### src/hdl/vss_pkg.sv
// Shared types, constants and helper functions for the voice session sequencer.
package vss_pkg;

    localparam int TIMER_BITS = 16;
    localparam int LEVEL_BITS = 15;

    localparam int LEVEL_W  = 15;
    localparam int TICK_W   = 10;
    localparam int LIMIT_W  = 16;
    localparam int STATE_W  = 3;
    localparam int CFG_IDX_W  = 3;
    localparam int CFG_DATA_W = 16;

    localparam int SUM_W = ((TIMER_BITS > TICK_W) ? TIMER_BITS : TICK_W) + 1;
    localparam int CMP_W = (TIMER_BITS > LIMIT_W) ? TIMER_BITS : LIMIT_W;

    localparam logic [TIMER_BITS-1:0] TIMER_MAX = {TIMER_BITS{1'b1}};
    localparam logic [LEVEL_W-1:0] LEVEL_MASK = LEVEL_W'((64'd1 << LEVEL_BITS) - 64'd1);

    // Register reset values
    localparam logic [LEVEL_W-1:0] RST_THRESHOLD = 15'd200;
    localparam logic [TICK_W-1:0]  RST_TICK_MS   = 10'd50;
    localparam logic [LIMIT_W-1:0] RST_SILENCE   = 16'd1500;
    localparam logic [LIMIT_W-1:0] RST_LISTEN    = 16'd8000;
    localparam logic [LIMIT_W-1:0] RST_THINK     = 16'd5000;
    localparam logic [LIMIT_W-1:0] RST_SPEAK     = 16'd3000;

    typedef enum logic [CFG_IDX_W-1:0] {
        CFG_THRESHOLD = 3'd0,
        CFG_TICK_MS   = 3'd1,
        CFG_SILENCE   = 3'd2,
        CFG_LISTEN    = 3'd3,
        CFG_THINK     = 3'd4,
        CFG_SPEAK     = 3'd5
    } cfg_index_t;

    typedef enum logic [STATE_W-1:0] {
        ST_IDLE   = 3'd0,
        ST_LISTEN = 3'd1,
        ST_THINK  = 3'd2,
        ST_SPEAK  = 3'd3,
        ST_PROV   = 3'd4
    } session_state_t;

    typedef enum logic {
        OP_TICK    = 1'b0,
        OP_REQUEST = 1'b1
    } op_t;

    typedef struct packed {
        logic [LEVEL_W-1:0] speech_threshold;
        logic [TICK_W-1:0]  tick_ms;
        logic [LIMIT_W-1:0] silence_limit_ms;
        logic [LIMIT_W-1:0] listen_limit_ms;
        logic [LIMIT_W-1:0] think_ms;
        logic [LIMIT_W-1:0] speak_ms;
    } cfg_t;

    typedef struct packed {
        op_t                operation;
        logic [STATE_W-1:0] requested_state;
        logic [LEVEL_W-1:0] mic_level;
    } item_t;

    typedef struct packed {
        logic [7:0] red;
        logic [7:0] green;
        logic [7:0] blue;
    } rgb_t;

    typedef struct packed {
        logic                tone_active;
        rgb_t                led;
        logic                state_changed;
        logic [STATE_W-1:0]  current_state;
    } result_t;

    function automatic rgb_t led_color(input session_state_t s);
        rgb_t c;
        case (s)
            ST_IDLE:   c = '{red: 8'd0,   green: 8'd0,   blue: 8'd0};
            ST_LISTEN: c = '{red: 8'd0,   green: 8'd60,  blue: 8'd255};
            ST_THINK:  c = '{red: 8'd200, green: 8'd0,   blue: 8'd255};
            ST_SPEAK:  c = '{red: 8'd0,   green: 8'd255, blue: 8'd80};
            ST_PROV:   c = '{red: 8'd255, green: 8'd255, blue: 8'd0};
            default:   c = '{red: 8'd0,   green: 8'd0,   blue: 8'd0};
        endcase
        return c;
    endfunction

    // Saturating timer advance
    function automatic logic [TIMER_BITS-1:0] sat_add(
        input logic [TIMER_BITS-1:0] t,
        input logic [TICK_W-1:0]     d
    );
        logic [SUM_W-1:0] s;
        s = SUM_W'(t) + SUM_W'(d);
        return (s > SUM_W'(TIMER_MAX)) ? TIMER_MAX : s[TIMER_BITS-1:0];
    endfunction

    function automatic logic reached(
        input logic [TIMER_BITS-1:0] t,
        input logic [LIMIT_W-1:0]    limit
    );
        return CMP_W'(t) >= CMP_W'(limit);
    endfunction

endpackage

### src/hdl/voice_session_sequencer.sv
// Top level of the voice session sequencer: input and result registers around the core.
//
//  channel  | direction | ports                                   | content
//  ---------+-----------+-----------------------------------------+---------------------------
//  s_       | in        | s_tvalid s_tready s_tdata s_tuser       | tick or state request word
//  m_       | out       | m_tvalid m_tready m_tdata               | one result word per input
//  cfg_     | in        | cfg_valid cfg_ready cfg_index cfg_data  | register write
//
// One word per cycle while m_tready is high; words go input register -> result register.
// Session state updates as a word leaves the input register, so back-to-back
// words see each other's effects. A stalled m_ side holds the result register
// and the input register; s_tready drops only when both are full.
// Synchronous active-low reset; config writes complete in the cycle presented.
module voice_session_sequencer
    import vss_pkg::*;
(
    input  logic                  aclk,
    input  logic                  aresetn,

    input  logic                  s_tvalid,
    output logic                  s_tready,
    input  logic [23:0]           s_tdata,   // requested_state[2:0], mic_level[17:3], zero pad
    input  logic                  s_tuser,   // operation

    output logic                  m_tvalid,
    input  logic                  m_tready,
    output logic [31:0]           m_tdata,   // current_state[2:0], state_changed[3],
                                             // led_red[11:4], led_green[19:12],
                                             // led_blue[27:20], tone_active[28], zero pad

    input  logic                  cfg_valid,
    output logic                  cfg_ready,
    input  logic [CFG_IDX_W-1:0]  cfg_index,
    input  logic [CFG_DATA_W-1:0] cfg_data
);

    cfg_t    cfg;
    item_t   in_item_reg;
    logic    in_valid_reg;
    result_t out_reg;
    logic    out_valid_reg;
    result_t core_result;
    logic    fire;

    assign cfg_ready = 1'b1;

    vss_cfg_regs u_cfg (
        .aclk     (aclk),
        .aresetn  (aresetn),
        .wr_en    (cfg_valid),
        .wr_index (cfg_index),
        .wr_data  (cfg_data),
        .cfg      (cfg)
    );

    assign fire     = in_valid_reg && (!out_valid_reg || m_tready);
    assign s_tready = !in_valid_reg || fire;

    always_ff @(posedge aclk) begin
        if (!aresetn) begin
            in_valid_reg <= 1'b0;
        end else if (s_tready) begin
            in_valid_reg <= s_tvalid;
        end
    end

    always_ff @(posedge aclk) begin
        if (s_tvalid && s_tready) begin
            in_item_reg.operation       <= op_t'(s_tuser);
            in_item_reg.requested_state <= s_tdata[2:0];
            in_item_reg.mic_level       <= s_tdata[17:3];
        end
    end

    vss_core u_core (
        .aclk    (aclk),
        .aresetn (aresetn),
        .fire    (fire),
        .item    (in_item_reg),
        .cfg     (cfg),
        .result  (core_result)
    );

    always_ff @(posedge aclk) begin
        if (!aresetn) begin
            out_valid_reg <= 1'b0;
        end else if (fire) begin
            out_valid_reg <= 1'b1;
        end else if (m_tready) begin
            out_valid_reg <= 1'b0;
        end
    end

    always_ff @(posedge aclk) begin
        if (fire) begin
            out_reg <= core_result;
        end
    end

    assign m_tvalid = out_valid_reg;
    assign m_tdata  = {3'b000,
                       out_reg.tone_active,
                       out_reg.led.blue,
                       out_reg.led.green,
                       out_reg.led.red,
                       out_reg.state_changed,
                       out_reg.current_state};

endmodule

### src/hdl/vss_cfg_regs.sv
// Configuration register file for the voice session sequencer.
module vss_cfg_regs
    import vss_pkg::*;
(
    input  logic                  aclk,
    input  logic                  aresetn,
    input  logic                  wr_en,
    input  logic [CFG_IDX_W-1:0]  wr_index,
    input  logic [CFG_DATA_W-1:0] wr_data,
    output cfg_t                  cfg
);

    cfg_t cfg_reg;
    cfg_t cfg_next;

    always_comb begin
        cfg_next = cfg_reg;
        if (wr_en) begin
            case (cfg_index_t'(wr_index))
                CFG_THRESHOLD: cfg_next.speech_threshold = wr_data[LEVEL_W-1:0];
                CFG_TICK_MS:   cfg_next.tick_ms          = wr_data[TICK_W-1:0];
                CFG_SILENCE:   cfg_next.silence_limit_ms = wr_data[LIMIT_W-1:0];
                CFG_LISTEN:    cfg_next.listen_limit_ms  = wr_data[LIMIT_W-1:0];
                CFG_THINK:     cfg_next.think_ms         = wr_data[LIMIT_W-1:0];
                CFG_SPEAK:     cfg_next.speak_ms         = wr_data[LIMIT_W-1:0];
                default: ;
            endcase
        end
    end

    always_ff @(posedge aclk) begin
        if (!aresetn) begin
            cfg_reg.speech_threshold <= RST_THRESHOLD;
            cfg_reg.tick_ms          <= RST_TICK_MS;
            cfg_reg.silence_limit_ms <= RST_SILENCE;
            cfg_reg.listen_limit_ms  <= RST_LISTEN;
            cfg_reg.think_ms         <= RST_THINK;
            cfg_reg.speak_ms         <= RST_SPEAK;
        end else begin
            cfg_reg <= cfg_next;
        end
    end

    assign cfg = cfg_reg;

endmodule

### src/hdl/vss_core.sv
// Session state, timers and per-word state update.
module vss_core
    import vss_pkg::*;
(
    input  logic    aclk,
    input  logic    aresetn,
    input  logic    fire,
    input  item_t   item,
    input  cfg_t    cfg,
    output result_t result
);

    session_state_t          mode_reg, mode_next;
    logic                    seen_reg, seen_next;
    logic                    run_reg, run_next;
    logic                    started_reg, started_next;
    logic [TIMER_BITS-1:0]   sil_reg, sil_next;
    logic [TIMER_BITS-1:0]   phase_reg, phase_next;

    logic                    enter_en;
    session_state_t          enter_state;
    logic [TIMER_BITS-1:0]   phase_sum;
    logic [TIMER_BITS-1:0]   sil_sum;
    logic                    level_hit;

    assign phase_sum = sat_add(phase_reg, cfg.tick_ms);
    assign sil_sum   = sat_add(sil_reg, cfg.tick_ms);
    assign level_hit = (item.mic_level & LEVEL_MASK) > (cfg.speech_threshold & LEVEL_MASK);

    // Next state
    always_comb begin
        mode_next    = mode_reg;
        seen_next    = seen_reg;
        run_next     = run_reg;
        started_next = started_reg;
        sil_next     = sil_reg;
        phase_next   = phase_reg;
        enter_en     = 1'b0;
        enter_state  = ST_IDLE;

        if (item.operation == OP_REQUEST) begin
            if (item.requested_state <= ST_PROV && item.requested_state != mode_reg) begin
                enter_en    = 1'b1;
                enter_state = session_state_t'(item.requested_state);
            end
        end else begin
            case (mode_reg)
                ST_LISTEN: begin
                    // first tick only arms the listen timer
                    started_next = 1'b1;
                    phase_next   = started_reg ? phase_sum : '0;
                    if (level_hit) begin
                        seen_next = 1'b1;
                        run_next  = 1'b0;
                        sil_next  = '0;
                    end else if (seen_reg) begin
                        if (!run_reg) begin
                            run_next = 1'b1;
                            sil_next = '0;
                        end else begin
                            sil_next = sil_sum;
                            if (reached(sil_sum, cfg.silence_limit_ms)) begin
                                enter_en    = 1'b1;
                                enter_state = ST_THINK;
                            end
                        end
                    end
                    if (!enter_en && !seen_next &&
                        reached(phase_next, cfg.listen_limit_ms)) begin
                        enter_en    = 1'b1;
                        enter_state = ST_IDLE;
                    end
                end
                ST_THINK: begin
                    phase_next = phase_sum;
                    if (reached(phase_sum, cfg.think_ms)) begin
                        enter_en    = 1'b1;
                        enter_state = ST_SPEAK;
                    end
                end
                ST_SPEAK: begin
                    phase_next = phase_sum;
                    if (reached(phase_sum, cfg.speak_ms)) begin
                        enter_en    = 1'b1;
                        enter_state = ST_IDLE;
                    end
                end
                default: ;
            endcase
        end

        // any change of state clears timers and flags
        if (enter_en) begin
            mode_next    = enter_state;
            seen_next    = 1'b0;
            run_next     = 1'b0;
            started_next = 1'b0;
            sil_next     = '0;
            phase_next   = '0;
        end
    end

    // Outputs
    always_comb begin
        result.current_state = mode_next;
        result.state_changed = enter_en;
        result.led           = led_color(mode_next);
        result.tone_active   = (mode_next == ST_SPEAK);
    end

    always_ff @(posedge aclk) begin
        if (!aresetn) begin
            mode_reg    <= ST_IDLE;
            seen_reg    <= 1'b0;
            run_reg     <= 1'b0;
            started_reg <= 1'b0;
            sil_reg     <= '0;
            phase_reg   <= '0;
        end else if (fire) begin
            mode_reg    <= mode_next;
            seen_reg    <= seen_next;
            run_reg     <= run_next;
            started_reg <= started_next;
            sil_reg     <= sil_next;
            phase_reg   <= phase_next;
        end
    end

endmodule

### config.mk
export PLATFORM = sky130hd
export DESIGN_NAME = voice_session_sequencer
export DESIGN_NICKNAME = d
export VERILOG_FILES = /design/src/hdl/vss_pkg.sv /design/src/hdl/voice_session_sequencer.sv /design/src/hdl/vss_cfg_regs.sv /design/src/hdl/vss_core.sv
export SDC_FILE = /design/constraint.sdc
export NUM_CORES = 1
export LEC_CHECK = 0
export BUFFER_PORTS_ARGS = -buffer_cell sky130_fd_sc_hd__clkbuf_2
export CAP_MARGIN = 15
export CORE_UTILIZATION = 50
export CTS_BUF_LIST = sky130_fd_sc_hd__clkbuf_4 sky130_fd_sc_hd__clkbuf_8
export CTS_CLUSTER_SIZE = 20
export DETAILED_ROUTE_END_ITERATION = 10
export PLACE_DENSITY = 0.69
export SLEW_MARGIN = 20
export SYNTH_ARGS = -nofsm -noshare
export SYNTH_HDL_FRONTEND = slang
export SYNTH_SLANG_ARGS = --single-unit
### constraint.sdc
create_clock -name aclk -period 5.8 [get_ports aclk]
set_input_delay 0.29 -clock aclk [delete_from_list [all_inputs] [get_ports aclk]]
set_output_delay 0.29 -clock aclk [all_outputs]
set_load 0.005 [all_outputs]
# Word-level counts from Yosys, hierarchy flattened
# Cells that the tools add are included.
# classes
order_cmp	8
n_addsub	2
n_eq_ne	14
n_reduce_logical	26
mux	51
# op_table
op	n
2-to-1 mux 16 bit	11
case mux 24 bit (4 select lines)	1
>= comparator 16 bit	4
adder 16 x 10 -> 17 bit	2
> comparator 17 x 16 -> 1 bit (second input constant)	2
case mux 16 bit (2 select lines)	1
2-to-1 mux 1 bit	27
2-to-1 mux 3 bit	7
equality test 3 x 2 -> 1 bit (second input constant)	6
> comparator 15 bit	1
AND reduction 2 bit	6
equality test 3 x 1 -> 1 bit (second input constant)	3
equality test 3 bit (second input constant)	3
case mux 3 bit (2 select lines)	1
AND reduction 3 bit	2
nonzero test 3 bit	2
logical AND 1 bit	5
logical NOT 1 bit	4
2-to-1 mux 2 bit	2
AND reduction 4 bit	1
nonzero test 2 bit	2
<= comparator 3 bit (second input constant)	1
logical NOT 3 bit	1
!= test 3 bit	1
4 further kinds	5
# word_totals
regBits	177
wordCells	124

# Logic depth before layout (Yosys ltp)
# Gate-level depths: netlist (run 1).
# depth
word_depth	19
mapped_depth	23
ltp_nobuf	22

# By module
# Synthesis (run 1) repeated with hierarchy kept, for this count alone.
# hier_totals
hier_cells	1058
hier_area_um2	10022.1
# by_module_without_submodules
module	cells_each	instances	area_each_um2
vss_core	669	1	5021.1
vss_cfg_regs	326	1	3418.3
voice_session_sequencer	63	1	1582.8

# Least setup slack after synthesis (run 1)
# OpenSTA, ideal clock, no wires.
# synth_path
kind	reg-to-reg
start	register u_cfg.cfg_reg, in the netlist u_cfg.cfg[64]
end	register u_core.phase_reg[11]
setup_ns	0.060
synth_period_minus_slack_ns	4.856
path_slack_ns	0.944
t_arrival_ns	4.796
stages_incl_launch_ff	24
path_cell_list	dfxtp_1 ha_1 inv_1 fa_1 nor2b_1 o21ai_0 a21boi_0 o31a_1 a31oi_1 or2_2 clkbuf_1 nand3_1 o21a_1 ha_1 a211oi_2 nor2_1 a2111o_1 a211oi_2 o32ai_1 a211o_4 or3_1 buf_2 o21bai_2 o2111a_1
# synth_between
elab_chain_len	18
elab_cells_between_ends	31
# synth_lines
item	line_no	rtl
from (decl)	vss_cfg_regs.sv:13	cfg_t cfg_reg;
from (signal assigned)	vss_cfg_regs.sv:40	cfg_reg <= cfg_next;
adder 16 x 10 -> 17 bit	vss_pkg.sv:97	s = SUM_W'(t) + SUM_W'(d);
> comparator 17 x 16 -> 1 bit	vss_pkg.sv:98	return (s > SUM_W'(TIMER_MAX)) ? TIMER_MAX : s[TIMER_BITS-1:0];
2-to-1 mux 16 bit	vss_pkg.sv:98	
>= comparator 16 bit	vss_pkg.sv:105	return CMP_W'(t) >= CMP_W'(limit);
2-to-1 mux 1 bit	vss_core.sv:62	if (reached(sil_sum, cfg.silence_limit_ms)) begin
2-to-1 mux 1 bit	vss_core.sv:57	if (!run_reg) begin
2-to-1 mux 1 bit	vss_core.sv:56	end else if (seen_reg) begin
2-to-1 mux 1 bit	vss_core.sv:52	if (level_hit) begin
2-to-1 mux 1 bit	vss_core.sv:47	case (mode_reg)
2-to-1 mux 1 bit	vss_core.sv:41	if (item.operation == OP_REQUEST) begin
logical NOT 1 bit	vss_core.sv:68	if (!enter_en && !seen_next &&
logical AND 1 bit (2 in a row)	vss_core.sv:68	
2-to-1 mux 1 bit	vss_core.sv:68	
case mux 1 bit (3 select lines)	vss_core.sv:47	
2-to-1 mux 1 bit	vss_core.sv:41	
!= test 2 x 1 -> 1 bit (no source line) / nonzero test 3 bit (equally long branches)	--	
AND reduction 3 bit (no source line)	--	
to (signal assigned)	vss_core.sv:125	phase_reg <= phase_next;
to (decl)	vss_core.sv:18	logic [TIMER_BITS-1:0] phase_reg, phase_next;
# Parallel ways exist; a longest one is shown, timed or not. The select of a mux whose other input is x is not followed.
# A chain may end at the register's enable or synchronous reset.

# Worst setup path in the final report (run 1)
# layout_path
start	register u_cfg.cfg_reg, in the netlist u_cfg.cfg[64]
end	register out_reg, in the netlist m_tdata[18] (data pin)
# layout_between
elab_chain_len	19
elab_cells_between_ends	39
# layout_lines
item	line_no	rtl
adder 16 x 10 -> 17 bit	vss_pkg.sv:97	
> comparator 17 x 16 -> 1 bit	vss_pkg.sv:98	
2-to-1 mux 16 bit	vss_pkg.sv:98	
>= comparator 16 bit	vss_pkg.sv:105	
2-to-1 mux 1 bit	vss_core.sv:62	
2-to-1 mux 1 bit	vss_core.sv:57	
2-to-1 mux 1 bit	vss_core.sv:56	
2-to-1 mux 1 bit	vss_core.sv:52	
[... 2 more ...]	--	
logical NOT 1 bit	vss_core.sv:68	
logical AND 1 bit (2 in a row)	vss_core.sv:68	
2-to-1 mux 1 bit / 2-to-1 mux 3 bit (equally long branches)	vss_core.sv:68	
case mux 1 bit (3 select lines) / case mux 3 bit (2 select lines) (equally long branches)	vss_core.sv:47	
2-to-1 mux 1 bit / 2-to-1 mux 3 bit (equally long branches)	vss_core.sv:41	
2-to-1 mux 3 bit (*)	vss_core.sv:93	if (enter_en) begin
equality test 3 bit, or another cell as far along	vss_pkg.sv:80	case (s)
case mux 24 bit (4 select lines) (*)	vss_pkg.sv:80	
to (signal assigned)	voice_session_sequencer.sv:96	out_reg <= core_result;
to (decl)	voice_session_sequencer.sv:40	result_t out_reg;
# Mark *: on every way between the ends. The rest lies on a longest branch, timed or not. The select of a mux whose other input is x is not followed.

==> results.py, run 1 <==
metrics = {
    "status": {
        "run_status": "finished with violations",
        "violations_in_the_final_reports": "DRC",
    },
    "timing": {
        "fmax_ghz": 0.1859,
        "pin_slew_with_the_least_headroom_to_its_limit_ps": 977.7,
        "grt_setup_unrepaired": "false",
        "max_slew_margin_vs_limit": 0.3482,
        "final_count_of_pins_violating_max_slew": 0,
        "fin_setup_tns_ps": 0,
        "final_setup_violations": 0,
        "hold_viol_final": 0,
        "finalCriticalPeriod_ps": 5381,
        "final.setup_skew_ps": 14.34,
        "final_min_period_over_clock_period": 0.9277,
    },
    "yosys": {
        "synth_edf_count": 30,
        "sequential_area_share_after_synthesis": 0.3758,
        "syn-instance-count": 1090,
        "synthesis.area_sq_um": 9269,
        "post_synth_most_frequent_cells": "205 x nand2_1, 129 x dfxtp_1, 99 x ha_1",
        "yosysMostFrequentCell": "nand2_1",
        "synth.largest_area_cell": "dfxtp_1",
        "ys_async_sr_fraction": 0,
        "postSynthAreaPerCell_sq_um": 8.504,
        "netlist-cell-type-count": 72,
        "synth_top_cells_by_area": "dfxtp_1 28%, ha_1 13%, edfxtp_1 9.7%, nand2_1 8.3%, a21boi_0 4.9%",
        "yosys_register_bits": 159,
        "predominant_post_synthesis_flop_cell": "dfxtp_1",
        "ys_warn_count": 0,
        "post-synth-top-area-fraction": 0.2786,
    },
    "global_route": {
        "grt.total_usage": 0.2368,
        "first_global_vias": 7109,
        "antenna_found_initial": 0,
        "grt_start_max_net_pins": 67,
        "grt.overflow.total": 0,
        "first_pass_grt_wire_length_mm": 35.67,
    },
    "floorplan": {
        "top_level_ports": 84,
        "fp-row-count": 49,
        "chipHeight_microns": 138.2,
        "fp.coreArea_sq_um": 18090,
        "chipWidth_microns": 138.2,
        "floorplan.initialDensity": 0.5125,
        "design.die.area_sq_um": 19090,
    },
    "placed_design": {
        "port_buffers": 73,
        "place_congestion": 0.8754,
        "dpl.cell_count": 1353,
        "detailed_place_hpwl_mm": 15.99,
    },
    "layout": {
        "final_net_count": 1313,
        "fin_util": 0.5739,
        "area_growth_syn_to_layout_pct": 11.99,
        "insertedDiodeCount": 0,
        "instances_no_fill": 1405,
        "largest_register_ffs": 89,
        "post_route_cells_drive_above_1_share": 0.1224,
    },
    "worst_setup_path": {
        "worstPathMaxFanout": 6,
        "reg_to_reg_endpoint": "m_tdata[18]",
        "setup.reg_to_reg.worst_slack_ps": 420,
        "critical-path-slowest-cell": "o311ai_1",
        "timing.critical_path.to_type": "register",
        "timing.critical_path.cells": "ha_1, inv_1, fa_1, nor2b_1, o2111ai_1, nand3_1, or4_1, a41oi_2, buf_4, nand2b_1, mux2i_2, inv_1, ha_1, nand4_1, nor2_1, o21ai_0, o311ai_1, buf_4, nor3_1, a21oi_1, or3_1, nand2b_1",
        "critical_path.n_buffers_inverters": 4,
        "worstPathRequired_ps": 6020,
        "cpLargestDelayFamily": "compound AO/OA/AOI/OAI gates",
        "critical_path_class": "reg -> reg",
        "rr_startpoint": "u_cfg.cfg[64]",
        "ff2ff_path_depth": 22,
        "cp_data_arrival_time_ps": 5600,
        "delay_of_the_slowest_critical_path_stage_ps": 580,
        "start_kind": "register",
    },
    "worst_hold_path": {
        "worstHoldPathCells": 3,
        "launch_instance_of_the_worst_min_delay_path": "s_tvalid",
        "holdPathEnd": "in_valid_reg",
        "hp-class": "in -> reg",
    },
    "clock_tree": {
        "htreeDepth": 4,
        "cts_buffers": 17,
        "clk_pin_slew_ps": 90,
        "clock_insertion_delay_worst_skew_ps": 460,
        "clock_sinks": 159,
        "cts_tree": "done",
        "cts.root.buffer_cell": "clkbuf_8",
        "cts.path.max_buffers": 2,
    },
    "power": {
        "static-leakage-power_nw": 4.440,
        "power_density_nw_per_um2": 216.5,
        "power_w": 0.002248,
        "ir_worst_vdd_v": 0.0001392,
    },
    "drt": {
        "num_vias": 7673,
        "post_drt_wl_per_cell_microns": 15.56,
        "route.detailed.vias_per_inst": 5.461,
        "drt-total-wl_mm": 21.87,
        "initialDrtViolationCount": 452,
        "firstDrtPassIters": 8,
        "drcViolationCount": 6,
        "route.antenna.remaining_nets": 0,
    },
    "run": {
        "max_cap_viol_count": 0,
    },
}
==> per-stage QoR <==
stage,setup slack [ps],hold WS [ps],cell area (sq um)
3_5_place_dp,350.7,451.2,9752
5_1_grt,53.92,87.42,10380
6_report,419.5,83.95,10380
2_1_floorplan,943.6,388.9,9276
3_3_place_gp,473.1,443.8,9752
4_1_cts,307.5,66.12,10350
==> worst reg2reg max path: stages, from the launching register on <==
cell and delay (ps):
dfxtp_1 350, ha_1 250, inv_1 80, fa_1 180
nor2b_1 70, o2111ai_1 180, nand3_1 120, or4_1 460
a41oi_2 360, buf_4 200, nand2b_1 130, mux2i_2 340
inv_1 120, ha_1 340, nand4_1 130, nor2_1 130
o21ai_0 130, o311ai_1 580, buf_4 240, nor3_1 60
a21oi_1 410, or3_1 220, nand2b_1 60
==> worst max-delay path by stage <==
stage | cells past startpoint | slack [ps] | startpoint | end
6_report | 22 | 420 | u_cfg.cfg[64] | m_tdata[18]
5_1_grt | 22 | 50 | u_cfg.cfg[64] | m_tdata[18]
4_1_cts | 21 | 310 | u_cfg.cfg[64] | u_core.phase_reg[11]
3_5_place_dp | 21 | 350 | u_cfg.cfg[64] | u_core.phase_reg[11]
3_3_place_gp | 21 | 470 | u_cfg.cfg[64] | u_core.phase_reg[11]
2_1_floorplan | 23 | 940 | u_cfg.cfg[64] | u_core.phase_reg[11]
==> logic make-up (layout without fill, tap and decap cells) <==
family	count (synthesis)	in the layout	synth area share
AO/OA/AOI/OAI	266	266	0.2024
XOR/XNOR	15	15	0.01417
adder cells (fa/ha/maj)	101	101	0.1380
buffers and inverters	156	240	0.07303
flip-flops	159	159	0.3758
multiplexers	6	6	0.006749
other	2	4	0.0008102
AND/OR/NAND/NOR	385	385	0.1891
==> what timing repair did <==
| action | in CTS | in global routing |
|---|---|---|
| endpoints found under the hold margin | 19 | 0 |
| hold buffers | 19 | 0 |
| setup endpoints to repair | 0 | 17 |
| buffers inserted | 0 | 1 |
| gates resized for setup | 0 | 6 |
==> cell type report <==
class                      count  area [sq um]
clock buffer                  18         247.7
clock inverter                14         157.7
fill                        1643          7706
inverter                      98         367.9
multi-input combinational    777          5144
sequential                   159          3483
tap                          229         286.5
timing repair buffer         110         693.2
==> per-layer routing <==
metal  vias to the layer above  wire length, microns  GRT usage  part of all wire
li1                       3897                     -          -                 -
met5                         -                     0          0                 0
met4                         0                   717     0.1070             0.033
met2                       154                  9625     0.3762              0.44
met1                      3583                 10670     0.3211              0.49
met3                        39                   856    0.03325             0.039
==> where the power goes <==
group	internal, W	switching [W]	total (W)
Clock	0.000401	0.000441	0.000843
Combinational	0.0000920	0.000136	0.000228
Sequential	0.00116	0.0000189	0.00118
==> layout by cell type (no fill, tap or decap), types with 6 or more instances in the layout <==
master | synthesis | final
a21boi_0 | 60 | 59
dfxtp_1 | 129 | 129
and2_1 | 18 | 18
dlygate4sd3_1 | 0 | 19
a21oi_1 | 45 | 45
nand4_1 | 10 | 10
a211oi_1 | 6 | 6
inv_1 | 98 | 98
nor2_1 | 53 | 52
a21o_1 | 13 | 13
o21a_1 | 10 | 10
o211ai_1 | 31 | 31
xnor2_1 | 12 | 12
o21ai_0 | 41 | 40
nand3_1 | 21 | 21
nand2_1 | 205 | 205
or3_1 | 7 | 6
nor3_1 | 11 | 10
edfxtp_1 | 30 | 30
a22oi_1 | 6 | 6
a22o_1 | 15 | 15
nand2b_1 | 13 | 13
buf_4 | 23 | 19
clkbuf_2 | 0 | 72
nor2b_1 | 24 | 24
clkbuf_8 | 0 | 18
ha_1 | 99 | 99
Note: power is estimated with default switching activity, not from simulation.
==> run 2, diff against run 1 <==
--- a/config.mk
+++ b/config.mk
@@ -7,6 +7,7 @@
 export LEC_CHECK = 0
 export BUFFER_PORTS_ARGS = -buffer_cell sky130_fd_sc_hd__clkbuf_2
 export CAP_MARGIN = 15
+export CORE_MARGIN = 4
 export CORE_UTILIZATION = 50
 export CTS_BUF_LIST = sky130_fd_sc_hd__clkbuf_4 sky130_fd_sc_hd__clkbuf_8
 export CTS_CLUSTER_SIZE = 20
==> run 2 against run 1 <==
Net effect:
- the flow now finishes without violations
- wire length grew 0.86%
- clock skew grew 0.65 ps
- count of clock-buffer cells in the layout shrank 1
- largest cell class unchanged
==> results.py, run 2 (synthesized netlist as in run 1, its figures left out) <==
metrics = {
    "floorplan": {
        "design.die.area_sq_um": 20780,
        "top_level_ports": 84,
        "chipWidth_microns": 144.2,
        "fp-row-count": 49,
        "chipHeight_microns": 144.2,
        "floorplan.initialDensity": 0.5125,
        "fp.coreArea_sq_um": 18090,
    },
    "power": {
        "sw_frac_of_total": 0.2782,
        "power.sequential.fraction": 0.530,
        "clock_power_share": 0.368,
        "power.switching_w": 0.0006178,
        "ir_worst_vdd_v": 0.0001573,
        "static-leakage-power_nw": 4.423,
        "power_density_nw_per_um2": 214.9,
        "power.internal_w": 0.001603,
        "p_comb_frac": 0.102,
    },
    "global_route": {
        "grt_start_max_net_pins": 61,
        "grt.overflow.total": 0,
        "grt.total_usage": 0.2180,
        "first_global_vias": 6995,
        "first_pass_grt_wire_length_mm": 35.67,
        "antenna_found_initial": 0,
    },
    "drt": {
        "firstDrtPassIters": 5,
        "drt-total-wl_mm": 22.06,
        "route.antenna.remaining_nets": 0,
        "drcViolationCount": 0,
        "initialDrtViolationCount": 438,
        "route.detailed.vias_per_inst": 5.429,
        "post_drt_wl_per_cell_microns": 15.71,
        "num_vias": 7622,
    },
    "timing": {
        "hold_viol_final": 0,
        "max_slew_margin_vs_limit": 0.2921,
        "grt_setup_unrepaired": "false",
        "final.setup_skew_ps": 14.99,
        "holdWs_ps": 80.68,
        "fin_setup_tns_ps": 0,
        "fmax_ghz": 0.1841,
        "final_min_period_over_clock_period": 0.9368,
        "final_setup_violations": 0,
        "pin_slew_with_the_least_headroom_to_its_limit_ps": 1056,
        "final_count_of_pins_violating_max_slew": 0,
        "finalCriticalPeriod_ps": 5433,
        "pnr_worst_setup_slack_ps": 366.7,
    },
    "worst_hold_path": {
        "hp-class": "in -> reg",
        "launch_instance_of_the_worst_min_delay_path": "s_tvalid",
    },
    "placed_design": {
        "detailed_place_hpwl_mm": 16.25,
        "place_worst_setup_slack_ps": 441.1,
        "port_buffers": 73,
        "place_congestion": 0.9055,
        "post_dp_cell_area_sq_um": 9752,
    },
    "worst_setup_path": {
        "rr_startpoint": "u_cfg.cfg[64]",
        "timing.critical_path.to_type": "register",
        "worstPathRequired_ps": 6210,
        "start_kind": "register",
        "critical_path_class": "reg -> reg",
        "cp_data_arrival_time_ps": 5840,
        "critPathLaunch": "u_cfg.cfg[64]",
        "worstPathMaxFanout": 10,
    },
    "layout": {
        "layout_common_cells": "205 x nand2_1, 129 x dfxtp_1, 99 x ha_1",
        "insertedDiodeCount": 0,
        "area_growth_syn_to_layout_pct": 11.49,
        "postLayoutCellArea_sq_um": 10330,
        "most_common_cell_after_layout_fill_and_taps_aside": "nand2_1",
        "largest_register_ffs": 89,
        "fillers": 1603,
        "fin_util": 0.5714,
        "final_net_count": 1312,
        "post_route_cells_drive_above_1_share": 0.1191,
    },
    "clock_tree": {
        "cts_buffers": 17,
        "clk_pin_slew_ps": 90,
        "htreeDepth": 4,
        "clock_sinks": 159,
        "postCtsSetupBuffers": 0,
        "clock_insertion_delay_worst_skew_ps": 460,
        "cts_tree": "done",
        "cts.root.buffer_cell": "clkbuf_8",
        "cts.path.max_buffers": 2,
    },
    "status": {
        "run_status": "finished, final reports clean",
    },
    "run": {
        "max_cap_viol_count": 0,
    },
}
[run 2: cell type report]
type                    count  area (sq um)  share of cell area
clock buffers              17         234.0             0.02264
well taps                 229         286.5             0.02773
repair buffers            109         683.2             0.06611
flip-flops and latches    159          3483              0.3371
inverters                  98         367.9             0.03560
clock inverters            15         155.1             0.01501
multi-input cells         777          5124              0.4958
[run 2: through the flow]
stage          std cells  total power [W]
5_1_grt             1404         0.002317
4_1_cts             1404         0.002238
3_3_place_gp        1353         0.001414
2_1_floorplan       1092         0.001344
3_5_place_dp        1353         0.001419
6_report            1404         0.002220
[run 2: path summary, 6_finish.rpt]
| kind | end | slack [ps] | depth (start not counted) |
|---|---|---|---|
| setup / recovery | u_core.phase_reg[11] | 370 | 21 |
| hold / removal | in_valid_reg | 80 | 3 |
| setup reg to reg | u_core.phase_reg[11] | 370 | 21 |
| hold reg to reg | u_core.sil_reg[0] | 470 | 2 |
[run 2: power by group through the flow]
stage | sequential [W] | combinational, W | clock (W)
6_report | 0.00118 | 0.000227 | 0.000816
5_1_grt | 0.00118 | 0.000256 | 0.000879
4_1_cts | 0.00118 | 0.000227 | 0.000834
3_5_place_dp | 0.00120 | 0.000215 | 0
3_3_place_gp | 0.00120 | 0.000211 | 0
2_1_floorplan | 0.00120 | 0.000148 | 0
[run 2: per-layer routing]
metal	global-route usage	part of all wire	vias to the layer above	wire [microns]
li1	-	-	3894	-
met1	0.3110	0.48	3497	10600
met2	0.3317	0.43	199	9590
met3	0.03241	0.052	32	1147
met4	0.09033	0.033	0	721
met5	0	0	-	0
[run 2: critical path: stages, from the launching register on]
cell      delay, ps
dfxtp_1         380
ha_1            180
inv_1            50
fa_1            370
nor2b_1         150
o21ai_0         120
a21boi_0        340
o31a_1          210
a31oi_1         110
or2_2           400
nand3_1         110
o21a_1          150
ha_1            260
a211oi_2        220
nor2_1           70
a2111o_1        390
a211oi_2        350
o32ai_1         190
a211o_4         420
or3_1           540
o21bai_2        170
o2111a_1        190
[run 2: timing repair]
action | CTS | global route
endpoints found under the hold margin | 19 | 0
endpoints found under the setup margin | 0 | 9
resized for setup | 0 | 1
hold buffers | 19 | 0
==> run 3, diff against run 2 <==
--- a/config.mk
+++ b/config.mk
@@ -5,6 +5,7 @@
 export SDC_FILE = /design/constraint.sdc
 export NUM_CORES = 1
 export LEC_CHECK = 0
+export ABC_AREA = 1
 export BUFFER_PORTS_ARGS = -buffer_cell sky130_fd_sc_hd__clkbuf_2
 export CAP_MARGIN = 15
 export CORE_MARGIN = 4
==> run 3 against run 2 <==
Net effect:
- combinational power up 19%
- wire length rose by 7.7%
- sequential share of layout area is 0.58 points lower
- area after synthesis is 3.4% higher
- synthesized cell count increased by 18%
- flip-flop and latch count stayed put
- critical endpoint is now m_tdata[18]
==> results.py, run 3 <==
metrics = {
    "status": {
        "run_status": "finished, final reports clean",
    },
    "yosys": {
        "netlist-cell-type-count": 45,
        "post_synth_most_frequent_cells": "244 x nand2_1, 182 x inv_1, 162 x a21oi_1",
        "post-synth-top-area-fraction": 0.2695,
        "postSynthAreaPerCell_sq_um": 7.445,
        "yosysMostFrequentCell": "nand2_1",
        "synthesis.area_sq_um": 9582,
        "syn-instance-count": 1287,
        "ys_warn_count": 0,
        "ys_async_sr_fraction": 0,
        "sequential_area_share_after_synthesis": 0.3635,
        "synth_top_cells_by_area": "dfxtp_1 27%, ha_1 13%, nand2_1 9.6%, edfxtp_1 9.4%, a21oi_1 8.5%",
        "predominant_post_synthesis_flop_cell": "dfxtp_1",
        "synth_edf_count": 30,
        "synth.largest_area_cell": "dfxtp_1",
        "yosys_register_bits": 159,
    },
    "drt": {
        "initialDrtViolationCount": 639,
        "num_vias": 8316,
        "post_drt_wl_per_cell_microns": 14.94,
        "firstDrtPassIters": 5,
        "drcViolationCount": 0,
        "route.detailed.vias_per_inst": 5.233,
        "route.antenna.remaining_nets": 0,
        "drt-total-wl_mm": 23.74,
    },
    "power": {
        "power.switching_w": 0.0006652,
        "power.internal_w": 0.001620,
        "power.sequential.fraction": 0.518,
        "ir_worst_vdd_v": 0.0001398,
        "sw_frac_of_total": 0.2910,
        "static-leakage-power_nw": 4.930,
        "p_comb_frac": 0.119,
        "power_density_nw_per_um2": 217.4,
        "clock_power_share": 0.363,
        "power_w": 0.002286,
    },
    "global_route": {
        "grt.total_usage": 0.2262,
        "first_pass_grt_wire_length_mm": 39.14,
        "grt.overflow.total": 0,
        "first_global_vias": 7925,
        "grt_start_max_net_pins": 55,
        "antenna_found_initial": 0,
    },
    "clock_tree": {
        "cts_hold_repair.buffers": 19,
        "clk_pin_slew_ps": 90,
        "cts_buffers": 17,
        "ctsResizeCount": 0,
        "clock_insertion_delay_worst_skew_ps": 470,
        "cts.root.buffer_cell": "clkbuf_8",
        "postCtsSetupBuffers": 0,
        "cts_tree": "done",
        "clock_sinks": 159,
        "cts.path.max_buffers": 2,
        "htreeDepth": 4,
    },
    "worst_setup_path": {
        "critical_path.n_buffers_inverters": 6,
        "setup.reg_to_reg.worst_slack_ps": 850,
        "worstPathRequired_ps": 6010,
        "cpLargestDelayFamily": "simple AND/OR/NAND/NOR gates",
        "delay_of_the_slowest_critical_path_stage_ps": 410,
        "start_kind": "register",
        "critical_path_class": "reg -> reg",
        "critPathMostFrequentCell": "nand2_1",
        "critical-path-slowest-cell": "fa_1",
        "cp_data_arrival_time_ps": 5160,
        "timing.critical_path.to_type": "register",
        "worstPathMaxFanout": 25,
    },
    "timing": {
        "fin_setup_tns_ps": 0,
        "final_setup_violations": 0,
        "finalCriticalPeriod_ps": 4946,
        "fmax_ghz": 0.2022,
        "grt_setup_unrepaired": "false",
        "max_slew_margin_vs_limit": 0.4201,
        "holdWs_ps": 84.18,
        "final_min_period_over_clock_period": 0.8527,
        "hold_viol_final": 0,
        "final_count_of_pins_violating_max_slew": 0,
        "final.setup_skew_ps": 16.24,
        "pin_slew_with_the_least_headroom_to_its_limit_ps": 868.9,
    },
    "placed_design": {
        "port_buffers": 73,
        "dpl.cell_count": 1538,
        "place_congestion": 0.8980,
        "detailed_place_hpwl_mm": 17.51,
    },
    "layout": {
        "insertedDiodeCount": 0,
        "largest_register_ffs": 89,
        "post_route_cells_drive_above_1_share": 0.1018,
        "layout_common_cells": "244 x nand2_1, 182 x inv_1, 162 x a21oi_1",
        "fillers": 1787,
        "instances_no_fill": 1589,
        "final_net_count": 1492,
        "most_common_cell_after_layout_fill_and_taps_aside": "nand2_1",
        "area_growth_syn_to_layout_pct": 9.742,
    },
    "floorplan": {
        "design.die.area_sq_um": 21440,
        "floorplan.initialDensity": 0.5105,
        "chipHeight_microns": 146.4,
        "top_level_ports": 84,
        "fp.coreArea_sq_um": 18770,
        "chipWidth_microns": 146.4,
        "fp-row-count": 50,
    },
    "run": {
        "max_cap_viol_count": 0,
    },
    "worst_hold_path": {
        "hp-class": "in -> reg",
    },
}
## run 3: cell types whose count changed in the layout (fill, tap and decap cells not counted), moves of 24 or more
cell | previous run | this run
nand3_1 | 21 | 82
inv_1 | 98 | 182
a21boi_0 | 60 | 2
o21ai_0 | 41 | 82
nor2b_1 | 24 | 0
nor2_1 | 52 | 91
a21oi_1 | 45 | 162
nand2_1 | 205 | 244
## run 3: cells by family (layout without fill, tap and decap cells)
| logic type | count (synthesis) | in the layout | synth area share |
|---|---|---|---|
| AOI/OAI and AO/OA | 302 | 302 | 0.1728 |
| buffers and inverters | 255 | 321 | 0.1122 |
| other | 2 | 4 | 0.0007838 |
| adders and majority gates | 101 | 101 | 0.1335 |
| xor gates and xnor gates | 16 | 16 | 0.01462 |
| and+or+nand+nor | 452 | 452 | 0.2027 |
| DFF | 159 | 159 | 0.3635 |
## run 3: metrics by stage
stage	area (sq um)	util	setup slack [ps]
2_1_floorplan	9589	-	2150
3_3_place_gp	9935	0.5293	932.8
3_5_place_dp	9935	0.5293	855.2
4_1_cts	10520	0.5603	821.2
5_1_grt	10520	0.5603	422.7
6_report	10520	0.5603	854.1
## run 3: tightest hold or removal path, cell delays in order
cell and delay, ps:
clkbuf_2 80, nand2_1 70, a21oi_1 60
## run 3: power groups by stage
stage          Sequential, W  Clock [W]  Combinational [W]
2_1_floorplan        0.00120          0           0.000190
3_3_place_gp         0.00121          0           0.000253
4_1_cts              0.00118   0.000845           0.000272
5_1_grt              0.00119   0.000897           0.000311
6_report             0.00118   0.000830           0.000271
3_5_place_dp         0.00121          0           0.000260
## run 3: path summary, 6_finish.rpt
| path | startpoint | to | cells after the start |
|---|---|---|---|
| worst max-delay path | u_cfg.cfg[64] | m_tdata[18] | 31 |
| worst min-delay path | s_tvalid | in_valid_reg | 3 |
| worst max register to register | u_cfg.cfg[64] | m_tdata[18] | 31 |
| worst min register to register | u_cfg.cfg[18] | u_cfg.cfg[18] | 2 |
## run 3: cell type report
| class | instances | area (sq um) | share of cell area |
|---|---|---|---|
| clock inverter | 14 | 148.9 | 0.01416 |
| timing repair buffer | 98 | 600.6 | 0.05712 |
| multi-input combinational | 875 | 5031 | 0.4785 |
| clock buffer | 18 | 241.5 | 0.02297 |
| inverter | 191 | 716.9 | 0.06818 |
| sequential | 159 | 3483 | 0.3313 |
| tap | 234 | 292.8 | 0.02784 |
## run 3: per-layer routing
metal,global-route usage,part of all wire,vias to the layer above
li1,-,-,4333
met1,0.2833,0.46,3790
met2,0.3938,0.49,152
met3,0.03849,0.031,41
met4,0.07902,0.027,0
met5,0,0,-
